## config.mk

```make
export PLATFORM = sky130hd
export DESIGN_NAME = remote_key_event_dispatcher_core
export DESIGN_NICKNAME = d
export VERILOG_FILES = /design/src/rtl/rked_pkg.sv /design/src/rtl/remote_key_event_dispatcher_core.sv /design/src/rtl/rked_ctrl.sv /design/src/rtl/rked_datapath.sv
export SDC_FILE = /design/constraint.sdc
export NUM_CORES = 2
export LEC_CHECK = 0
export ABC_AREA = 0
export BUFFER_PORTS_ARGS = -buffer_cell sky130_fd_sc_hd__clkbuf_2
export CORE_ASPECT_RATIO = 1.1
export CORE_MARGIN = 10
export CORE_UTILIZATION = 50
export DETAILED_ROUTE_END_ITERATION = 10
export PLACE_DENSITY = 0.75
export SLEW_MARGIN = 40
export SYNTH_ARGS = -nofsm -noshare
export SYNTH_HDL_FRONTEND = slang
export SYNTH_SLANG_ARGS = --single-unit
```

## constraint.sdc

```tcl
create_clock -name clock -period 6 [get_ports clock]
set_input_delay 0.6 -clock clock [delete_from_list [all_inputs] [get_ports clock]]
set_output_delay 0.6 -clock clock [all_outputs]
set_load 0.1 [all_outputs]
```

## src/rtl/rked_pkg.sv

```systemverilog
// Shared types and constants for the remote key event dispatcher.
package rked_pkg;

   localparam int REQ_W = 104;
   localparam int RSP_W = 80;

   localparam logic [2:0] CMD_PRESS        = 3'd0;
   localparam logic [2:0] CMD_REPEAT       = 3'd1;
   localparam logic [2:0] CMD_SET_DIGIT    = 3'd2;
   localparam logic [2:0] CMD_REGISTER     = 3'd3;
   localparam logic [2:0] CMD_SET_INTERVAL = 3'd4;

   localparam logic [2:0] EV_NONE          = 3'd0;
   localparam logic [2:0] EV_DIGIT_PRESS   = 3'd1;
   localparam logic [2:0] EV_DIGIT_HOLD    = 3'd2;
   localparam logic [2:0] EV_KEY_PRESS     = 3'd3;
   localparam logic [2:0] EV_KEY_HOLD      = 3'd4;

   localparam logic [1:0] KIND_NONE        = 2'd0;
   localparam logic [1:0] KIND_DIGIT       = 2'd1;
   localparam logic [1:0] KIND_KEY         = 2'd2;

   localparam logic [31:0] NEW_KEY_INTERVAL = 32'h0001_0000;
   localparam logic [31:0] NUM_HOLD_RESET   = 32'h0001_0000;

   typedef struct packed {
      logic load;
      logic dig_next;
      logic key_scan;
      logic press_dig;
      logic press_key;
      logic reg_found;
      logic reg_new;
      logic rep_do;
      logic out_load;
   } dp_ctl_type;

   typedef struct packed {
      logic [2:0] req_cmd;
      logic [2:0] cmd;
      logic       dig_hit;
      logic       dig_last;
      logic       key_hit;
      logic       key_miss;
      logic       out_free;
   } dp_sts_type;

endpackage

```

## src/rtl/remote_key_event_dispatcher_core.sv

```systemverilog
// Top level of the remote key event dispatcher.
// Takes one item at a time. A press item walks the numeric-key table one entry
// per cycle and, if no numeric key matches, then the registered-key memory one
// entry per cycle through its single read port; register and interval items
// walk the key memory only, while repeat, set-digit and unknown items walk no
// table. The result sits in an output register, and the next item is taken
// once the current result has been loaded there. The hold interval for numeric
// keys is written through the csr port; the user must write it only while the
// block is idle, which the block itself does not enforce.
module remote_key_event_dispatcher_core #(
   parameter int DIGIT_KEYS = 10,
   parameter int KEY_SLOTS  = 16
) (
   input  logic                       clock,
   input  logic                       reset,
   input  logic                       csr_wr_en,
   input  logic [31:0]                csr_wr_data,
   input  logic                       req_tvalid,
   output logic                       req_tready,
   // command[2:0], code[34:3], digit_number[38:35], hold_interval[70:39],
   // time_ms[102:71], zero pad[103]
   input  logic [rked_pkg::REQ_W-1:0] req_tdata,
   output logic                       rsp_tvalid,
   input  logic                       rsp_tready,
   // event_res[2:0], digit_out[6:3], slot_out[10:7], code_out[42:11],
   // held_ms[74:43], zero pad[79:75]
   output logic [rked_pkg::RSP_W-1:0] rsp_tdata
);
   import rked_pkg::*;

   dp_ctl_type ctl;
   dp_sts_type sts;

   rked_ctrl u_ctrl (
      .clock      (clock),
      .reset      (reset),
      .req_tvalid (req_tvalid),
      .req_tready (req_tready),
      .sts        (sts),
      .ctl        (ctl)
   );

   rked_datapath #(
      .DIGIT_KEYS (DIGIT_KEYS),
      .KEY_SLOTS  (KEY_SLOTS)
   ) u_datapath (
      .clock       (clock),
      .reset       (reset),
      .csr_wr_en   (csr_wr_en),
      .csr_wr_data (csr_wr_data),
      .req_tdata   (req_tdata),
      .rsp_tvalid  (rsp_tvalid),
      .rsp_tready  (rsp_tready),
      .rsp_tdata   (rsp_tdata),
      .ctl         (ctl),
      .sts         (sts)
   );

endmodule

```

## src/rtl/rked_ctrl.sv

```systemverilog
// Sequencer that walks the code tables and steers the datapath.
module rked_ctrl (
   input  logic                clock,
   input  logic                reset,
   input  logic                req_tvalid,
   output logic                req_tready,
   input  rked_pkg::dp_sts_type sts,
   output rked_pkg::dp_ctl_type ctl
);
   import rked_pkg::*;

   localparam logic [2:0] S_IDLE   = 3'd0;
   localparam logic [2:0] S_DIGIT  = 3'd1;
   localparam logic [2:0] S_KEY    = 3'd2;
   localparam logic [2:0] S_REPEAT = 3'd3;
   localparam logic [2:0] S_OUT    = 3'd4;

   logic [2:0] state_ff;
   logic [2:0] state_in;

   always_comb begin
      ctl        = '0;
      state_in   = state_ff;
      req_tready = (state_ff == S_IDLE);
      unique case (state_ff)
         S_IDLE: begin
            if (req_tvalid) begin
               ctl.load = 1'b1;
               unique case (sts.req_cmd)
                  CMD_PRESS:        state_in = S_DIGIT;
                  CMD_REPEAT:       state_in = S_REPEAT;
                  CMD_REGISTER,
                  CMD_SET_INTERVAL: state_in = S_KEY;
                  default:          state_in = S_OUT;
               endcase
            end
         end
         S_DIGIT: begin
            priority if (sts.dig_hit) begin
               ctl.press_dig = 1'b1;
               state_in      = S_OUT;
            end else if (sts.dig_last) begin
               state_in = S_KEY;
            end else begin
               ctl.dig_next = 1'b1;
            end
         end
         S_KEY: begin
            ctl.key_scan = 1'b1;
            priority if (sts.key_hit) begin
               if (sts.cmd == CMD_PRESS) begin
                  ctl.press_key = 1'b1;
               end else begin
                  ctl.reg_found = 1'b1;
               end
               state_in = S_OUT;
            end else if (sts.key_miss) begin
               if (sts.cmd != CMD_PRESS) begin
                  ctl.reg_new = 1'b1;
               end
               state_in = S_OUT;
            end
         end
         S_REPEAT: begin
            ctl.rep_do = 1'b1;
            state_in   = S_OUT;
         end
         S_OUT: begin
            if (sts.out_free) begin
               ctl.out_load = 1'b1;
               state_in     = S_IDLE;
            end
         end
         default: begin
            state_in = S_IDLE;
         end
      endcase
   end

   always_ff @(posedge clock) begin
      if (reset) begin
         state_ff <= S_IDLE;
      end else begin
         state_ff <= state_in;
      end
   end

endmodule

```

## src/rtl/rked_datapath.sv

```systemverilog
// Code tables, key memories, hold timer and result register.
module rked_datapath #(
   parameter int DIGIT_KEYS = 10,
   parameter int KEY_SLOTS  = 16
) (
   input  logic                        clock,
   input  logic                        reset,
   input  logic                        csr_wr_en,
   input  logic [31:0]                 csr_wr_data,
   input  logic [rked_pkg::REQ_W-1:0]  req_tdata,
   output logic                        rsp_tvalid,
   input  logic                        rsp_tready,
   output logic [rked_pkg::RSP_W-1:0]  rsp_tdata,
   input  rked_pkg::dp_ctl_type        ctl,
   output rked_pkg::dp_sts_type        sts
);
   import rked_pkg::*;

   localparam int DW   = (DIGIT_KEYS > 1) ? $clog2(DIGIT_KEYS) : 1;
   localparam int KW   = (KEY_SLOTS > 1) ? $clog2(KEY_SLOTS) : 1;
   localparam int KC_W = $clog2(KEY_SLOTS + 1);
   localparam int KA_W = $clog2(KEY_SLOTS + 2);
   localparam int LW   = (DW > KW) ? DW : KW;

   logic [2:0]  r_cmd;
   logic [31:0] r_code;
   logic [3:0]  r_dnum;
   logic [31:0] r_hint;
   logic [31:0] r_time;

   logic [2:0]  cmd_ff;
   logic [31:0] code_ff;
   logic [31:0] hint_ff;
   logic [31:0] time_ff;

   logic [31:0] digit_code_ff [DIGIT_KEYS];
   logic [31:0] digit_code_in [DIGIT_KEYS];
   logic [31:0] num_hold_ff, num_hold_in;

   logic [DW-1:0]   dig_idx_ff, dig_idx_in;
   logic [KA_W-1:0] kaddr_ff, kaddr_in;
   logic            rd_pend_ff, rd_pend_in;
   logic [KW-1:0]   rd_idx_ff, rd_idx_in;
   logic [KC_W-1:0] key_count_ff, key_count_in;

   logic [1:0]      last_kind_ff, last_kind_in;
   logic [LW-1:0]   last_index_ff, last_index_in;
   logic [31:0]     press_time_ff, press_time_in;
   logic [31:0]     active_ff, active_in;
   logic [31:0]     next_hold_ff, next_hold_in;

   logic [2:0]      res_event_ff, res_event_in;
   logic [3:0]      res_digit_ff, res_digit_in;
   logic [3:0]      res_slot_ff, res_slot_in;
   logic [31:0]     res_code_ff, res_code_in;
   logic [31:0]     res_held_ff, res_held_in;

   logic            rsp_tvalid_ff, rsp_tvalid_in;
   logic [RSP_W-1:0] rsp_tdata_ff, rsp_tdata_in;

   logic [31:0]     key_code_mem [KEY_SLOTS];
   logic [31:0]     key_int_mem  [KEY_SLOTS];
   logic [31:0]     rd_code_ff;
   logic [31:0]     rd_int_ff;
   logic [KW-1:0]   rd_addr;

   logic            code_we;
   logic            int_we;
   logic [KW-1:0]   wr_addr;
   logic [31:0]     wr_int;

   logic            dig_hit;
   logic            key_hit;
   logic            key_miss;
   logic [KW-1:0]   new_slot;
   logic            out_free;

   assign r_cmd  = req_tdata[2:0];
   assign r_code = req_tdata[34:3];
   assign r_dnum = req_tdata[38:35];
   assign r_hint = req_tdata[70:39];
   assign r_time = req_tdata[102:71];

   assign dig_hit  = (digit_code_ff[dig_idx_ff] == code_ff);
   assign key_hit  = rd_pend_ff && (rd_code_ff == code_ff);
   assign key_miss = (kaddr_ff != '0) && !rd_pend_ff;
   assign out_free = !rsp_tvalid_ff || rsp_tready;
   assign new_slot = (key_count_ff >= KC_W'(KEY_SLOTS)) ? KW'(KEY_SLOTS - 1)
                                                        : key_count_ff[KW-1:0];
   assign rd_addr  = ctl.key_scan ? kaddr_ff[KW-1:0] : last_index_ff[KW-1:0];

   assign sts.req_cmd  = r_cmd;
   assign sts.cmd      = cmd_ff;
   assign sts.dig_hit  = dig_hit;
   assign sts.dig_last = (dig_idx_ff == DW'(DIGIT_KEYS - 1));
   assign sts.key_hit  = key_hit;
   assign sts.key_miss = key_miss;
   assign sts.out_free = out_free;

   assign rsp_tvalid = rsp_tvalid_ff;
   assign rsp_tdata  = rsp_tdata_ff;

   always_comb begin
      digit_code_in = digit_code_ff;
      num_hold_in   = num_hold_ff;
      dig_idx_in    = dig_idx_ff;
      kaddr_in      = kaddr_ff;
      rd_pend_in    = rd_pend_ff;
      rd_idx_in     = rd_idx_ff;
      key_count_in  = key_count_ff;
      last_kind_in  = last_kind_ff;
      last_index_in = last_index_ff;
      press_time_in = press_time_ff;
      active_in     = active_ff;
      next_hold_in  = next_hold_ff;
      res_event_in  = res_event_ff;
      res_digit_in  = res_digit_ff;
      res_slot_in   = res_slot_ff;
      res_code_in   = res_code_ff;
      res_held_in   = res_held_ff;
      rsp_tvalid_in = rsp_tvalid_ff;
      rsp_tdata_in  = rsp_tdata_ff;
      code_we       = 1'b0;
      int_we        = 1'b0;
      wr_addr       = new_slot;
      wr_int        = NEW_KEY_INTERVAL;

      if (csr_wr_en) begin
         num_hold_in = csr_wr_data;
      end

      if (ctl.load) begin
         dig_idx_in   = '0;
         kaddr_in     = '0;
         rd_pend_in   = 1'b0;
         res_event_in = EV_NONE;
         res_digit_in = '0;
         res_slot_in  = '0;
         res_code_in  = '0;
         res_held_in  = '0;
         if (r_cmd == CMD_PRESS) begin
            press_time_in = r_time;
            last_kind_in  = KIND_NONE;
            last_index_in = '0;
         end
         if ((r_cmd == CMD_SET_DIGIT) && ({1'b0, r_dnum} < 5'(DIGIT_KEYS))) begin
            digit_code_in[r_dnum[DW-1:0]] = r_code;
         end
      end

      if (ctl.dig_next) begin
         dig_idx_in = dig_idx_ff + 1'b1;
      end

      if (ctl.key_scan) begin
         rd_pend_in = (kaddr_ff < KA_W'(key_count_ff));
         rd_idx_in  = kaddr_ff[KW-1:0];
         kaddr_in   = kaddr_ff + 1'b1;
      end

      if (ctl.press_dig) begin
         last_kind_in  = KIND_DIGIT;
         last_index_in = LW'(dig_idx_ff);
         active_in     = num_hold_ff;
         next_hold_in  = time_ff + num_hold_ff;
         res_event_in  = EV_DIGIT_PRESS;
         res_digit_in  = 4'(dig_idx_ff);
      end

      if (ctl.press_key) begin
         last_kind_in  = KIND_KEY;
         last_index_in = LW'(rd_idx_ff);
         active_in     = rd_int_ff;
         next_hold_in  = time_ff + rd_int_ff;
         res_event_in  = EV_KEY_PRESS;
         res_slot_in   = 4'(rd_idx_ff);
         res_code_in   = code_ff;
      end

      if (ctl.reg_found) begin
         wr_addr = rd_idx_ff;
         wr_int  = hint_ff;
         int_we  = (cmd_ff == CMD_SET_INTERVAL);
      end

      if (ctl.reg_new) begin
         wr_addr      = new_slot;
         wr_int       = (cmd_ff == CMD_SET_INTERVAL) ? hint_ff : NEW_KEY_INTERVAL;
         code_we      = 1'b1;
         int_we       = 1'b1;
         key_count_in = KC_W'(new_slot) + 1'b1;
      end

      if (ctl.rep_do && (time_ff >= next_hold_ff) && (last_kind_ff != KIND_NONE)) begin
         res_held_in  = time_ff - press_time_ff;
         next_hold_in = time_ff + active_ff;
         if (last_kind_ff == KIND_DIGIT) begin
            res_event_in = EV_DIGIT_HOLD;
            res_digit_in = 4'(last_index_ff);
         end else begin
            res_event_in = EV_KEY_HOLD;
            res_slot_in  = 4'(last_index_ff);
            res_code_in  = rd_code_ff;
         end
      end

      if (ctl.out_load) begin
         rsp_tvalid_in = 1'b1;
         rsp_tdata_in  = {5'd0, res_held_ff, res_code_ff, res_slot_ff,
                          res_digit_ff, res_event_ff};
      end else if (rsp_tready) begin
         rsp_tvalid_in = 1'b0;
      end
   end

   always_ff @(posedge clock) begin
      if (reset) begin
         for (int i = 0; i < DIGIT_KEYS; i++) begin
            digit_code_ff[i] <= '0;
         end
         num_hold_ff   <= NUM_HOLD_RESET;
         dig_idx_ff    <= '0;
         kaddr_ff      <= '0;
         rd_pend_ff    <= 1'b0;
         key_count_ff  <= '0;
         last_kind_ff  <= KIND_NONE;
         last_index_ff <= '0;
         press_time_ff <= '0;
         active_ff     <= '0;
         next_hold_ff  <= '0;
         rsp_tvalid_ff <= 1'b0;
      end else begin
         digit_code_ff <= digit_code_in;
         num_hold_ff   <= num_hold_in;
         dig_idx_ff    <= dig_idx_in;
         kaddr_ff      <= kaddr_in;
         rd_pend_ff    <= rd_pend_in;
         key_count_ff  <= key_count_in;
         last_kind_ff  <= last_kind_in;
         last_index_ff <= last_index_in;
         press_time_ff <= press_time_in;
         active_ff     <= active_in;
         next_hold_ff  <= next_hold_in;
         rsp_tvalid_ff <= rsp_tvalid_in;
      end
   end

   always_ff @(posedge clock) begin
      if (ctl.load) begin
         cmd_ff  <= r_cmd;
         code_ff <= r_code;
         hint_ff <= r_hint;
         time_ff <= r_time;
      end
      rd_idx_ff    <= rd_idx_in;
      res_event_ff <= res_event_in;
      res_digit_ff <= res_digit_in;
      res_slot_ff  <= res_slot_in;
      res_code_ff  <= res_code_in;
      res_held_ff  <= res_held_in;
      rsp_tdata_ff <= rsp_tdata_in;
   end

   always_ff @(posedge clock) begin
      if (code_we) begin
         key_code_mem[wr_addr] <= code_ff;
      end
      if (int_we) begin
         key_int_mem[wr_addr] <= wr_int;
      end
      rd_code_ff <= key_code_mem[rd_addr];
      rd_int_ff  <= key_int_mem[rd_addr];
   end

   a_key_count_bound: assert property (@(posedge clock) disable iff (reset)
      key_count_ff <= KC_W'(KEY_SLOTS))
      else $error("key count beyond table size");

   a_hit_miss_excl: assert property (@(posedge clock) disable iff (reset)
      !(key_hit && key_miss))
      else $error("key scan reports hit and miss together");

   a_digit_arm: assert property (@(posedge clock) disable iff (reset)
      ctl.press_dig |=> (last_kind_ff == KIND_DIGIT) &&
                        (next_hold_ff == press_time_ff + active_ff))
      else $error("digit press did not arm the hold timer");

   a_out_load: assert property (@(posedge clock) disable iff (reset)
      ctl.out_load |=> rsp_tvalid_ff)
      else $error("loaded result not presented");

endmodule
```

==> summary.md <==
| Metric | Value |
|---|---|
| MaxCap Viol Count | 0 |
| Dpl ws | roughly 0.16 ns |
| Synth Instances | approximately 6700 |
| Drt total wl | 207000 µm |
| WP data arrival | approximately 6.3 ns |
| Period utilisation layout | around 93% |
| Drt pass-1 iters | 6 |
| 1st-iter DRT viols | 5890 |
| Slew of the pin with the lowest slew margin | about 0.90 ns |
| Cell with the most instances after synthesis | nand2_1 |
| Simple-gate share of the synthesized area | 13.1% |
| I/O Buffers | approximately 220 |
| Total GRT Usage | a little under a quarter |
| Avg Vias per Cell | between 6 and 7 |
| Post-synthesis xor/xnor area fraction | a little over 1% |
| Syn Area/Cell | approximately 11 µm² |
| Gp weighted congestion | approximately 0.95 |
| Vias in the first global route | around 52000 |
| CTS buffer count | between 150 and 200 |
| Core Region | roughly 0.15 mm² |
| Clock Latency Late Sink | roughly 0.83 ns |
| CTS max path bufs | 3 |
| Outcome | complete, no violations |
| Unrepaired setup endpoints after global routing | true |
| CTS clk-pin slew, worst paths | around 0.06 ns |
| Compound-Gate Fraction of Synth Area | a little over an eighth |
| Number of flops mapped to enable cells by yosys | approximately 1200 |
| Area leader, netlist | edfxtp_1 |
| Die Wd | 391 µm |
| CTS tree | built |
| Skew final | ~0.043 ns |
| Netlist Area Pre-Place | roughly 0.076 mm² |
| Starting Density | 50.4% |
| IO Count | roughly 220 |
| Gr ovfl total | 0 |
| Antenna Nets Post-Route | 0 |
| Worst reg2reg setup slack | about 0.41 ns |
| Worst Path Required | between 6 and 7 ns |
| HPWL Detailed | about 120000 µm |
| Setup violators final | 0 |
| Max Slew Vio Count | 0 |
| Pin count of the biggest net entering global routing | ~220 |
| Largest family of logic cells by synthesized area | compound AO/OA/AOI/OAI gates |
| Worst hold slack | ~0.043 ns |
| Cell Rows | roughly 150 |
| CP max FO | 5 |
| Placed cell area | 0.0791 mm² |
| Max_slew headroom | 40.1% |
| Max VDD drop | approximately 0.38 mV |
| Design area | ~0.086 mm² |
| Adder-cell share of the synthesized area | ~1.8% |
| Nets | approximately 7000 |
| Synth top cells by count | nand2_1 (1376), edfxtp_1 (1237), a21oi_1 (626), dfxtp_1 (577), clkbuf_1 (424) |
| Number of antenna violations at the first check in global routing | 19 |
| Synth area leaders | edfxtp_1 (49%), dfxtp_1 (15%), nand2_1 (6.8%) |
| H-tree depth | 4 |
| Area delta synth->final | 13.5% |
| Main synth FF type | edfxtp_1 |
| Root buffer cell | clkbuf_16 |
| Pwr per Cell Area | 315 mW/mm² |
| Sequential fraction of the synthesis area | 64.3% |
| Final WS setup | around 0.41 ns |
| Die Ht | roughly 430 µm |
| Critical path class | flip-flop to flip-flop |
| Hold Path Class | input pin to flip-flop |
| Pleak | approximately 29 nW |
| Crit. End Element | flip-flop |
| Yosys reg bits | ~1800 |
| Worst setup SP type | flip-flop |
| First-pass GRT wire length | between 300000 and 400000 µm |
| Synth async-reset ratio | 0% |
| Tot Pwr | approximately 27 mW |
| Yosys warns | 0 |
| Fin. Hold Viols | 0 |
| Count of cell types in the netlist | 82 |
| Routed len/inst | 23.3 µm |
| Layout cells sized above 1 | between 10% and 20% |
| Post-CTS setup buffer count | 0 |
| Fin crit period | approximately 5.6 ns |
| Residual DRC | 0 |
| Total clock sinks | roughly 1800 |
| Post-synthesis mux area share | approximately 3.6% |
| Highest clock rate | 179 MHz |
| Die area | about 0.17 mm² |
| Total number of vias | 53700 |
| Yosys top cell area share | between 40 and 50% |
-- worst paths after layout --
path,depth (start not counted),to,start
max,23,u_datapath.next_hold_ff[30]$_SDFFE_PP0P_,u_datapath.time_ff[21]$_DFFE_PP_
min,3,u_datapath.num_hold_ff[9]$_SDFFE_PP0P_,csr_wr_data[9]
max reg2reg,23,u_datapath.next_hold_ff[30]$_SDFFE_PP0P_,u_datapath.time_ff[21]$_DFFE_PP_
min reg2reg,0,u_datapath.rsp_tdata[61]$_DFFE_PP_,u_datapath.res_held_ff[18]$_SDFFCE_PP0P_
-- state kept, by name (all words and copies together) (netlist names), 75 cells and up --
signal	cells
u_datapath.key_code_mem	512
u_datapath.key_int_mem	512
u_datapath.digit_code_ff	320
u_datapath.rsp_tdata	75
-- cell families after synthesis --
family	after synthesis
simple gates	2259
flops	1814
compound gates	1553
buf+inv	592
mux	244
fa+ha+maj	105
xor+xnor	87
other cells	1
-- layout by cell type, fill, tap and decap left out, types with 33 or more instances in the layout --
master / instances
buf_4: 125
nor2_1: 287
a311oi_1: 131
clkbuf_1: 37
dfxtp_1: 575
xor2_1: 36
clkbuf_16: 180
ha_1: 103
edfxtp_1: 1237
nor3_1: 67
xnor2_1: 51
mux2i_1: 211
a211oi_1: 367
and3_1: 33
dlygate4sd3_1: 79
inv_1: 102
o21ai_0: 55
a21oi_1: 623
and2_1: 289
clkbuf_2: 215
nand2_1: 1368
a31oi_1: 182
-- metal layers --
metal  GRT usage [%]  vias up  share of wire [%]
li1                -    24500                  -
met1            29.7    26300                 38
met2            39.3     2407                 48
met3            5.14      479                8.7
met4            11.5       26                4.8
met5               0        -              0.089
-- critical path, cell delays in order (launching register included) --
cell and delay [ns]:
edfxtp_1 0.46, ha_1 0.34, a21o_1 0.19, a211o_1 0.34, a2111oi_1 0.45, o211a_1 0.22
o31a_1 0.20, or4_1 0.20, and2_4 0.21, nor2_1 0.05, a31oi_1 0.23, ha_1 0.25
inv_1 0.07, fa_1 0.44, nor2b_1 0.17, nor3_1 0.06, o21ai_0 0.28, a2111o_1 0.26
nand3_1 0.17, a311oi_1 0.27, o21a_1 0.16, nor3_1 0.04, or3b_1 0.34, a21oi_1 0.13
-- area by class of cell --
class,instances,area [µm²]
flip-flops and latches,1814,48700
repair buffers,448,3400
clock buffers,231,4840
diodes,4,10.0
multi-input cells,4253,25100
well taps,1963,2460
clock inverters,101,1120
fillers,11900,64200
inverters,104,394
-- report_power, final --
| group | switching [mW] | internal [mW] | leakage (nW) | total (mW) |
|---|---|---|---|---|
| sequential | 0.172 | 13.6 | 15.9 | 13.8 |
| combinational | 1.42 | 0.563 | 10.1 | 1.99 |
| clock | 4.92 | 6.37 | 2.89 | 11.3 |
-- timing repair --
action,in CTS,in global routing
hold buffers,79,0
endpoints found under the hold margin,90,0
setup endpoints to repair,0,8
resized for setup,0,5
-- metrics by stage --
| step | util [%] | instances | TNS, ns |
|---|---|---|---|
| after detailed placement | 52.7 | 8500 | 0 |
| after CTS | 57.2 | 8911 | 0 |
| after global routing | 57.3 | 8916 | -0.0303 |
| after floorplan | - | 6659 | 0 |
| final | 57.3 | 8918 | 0 |
| after global placement | 52.6 | 8496 | 0 |
(Power assumes the default switching activity.)
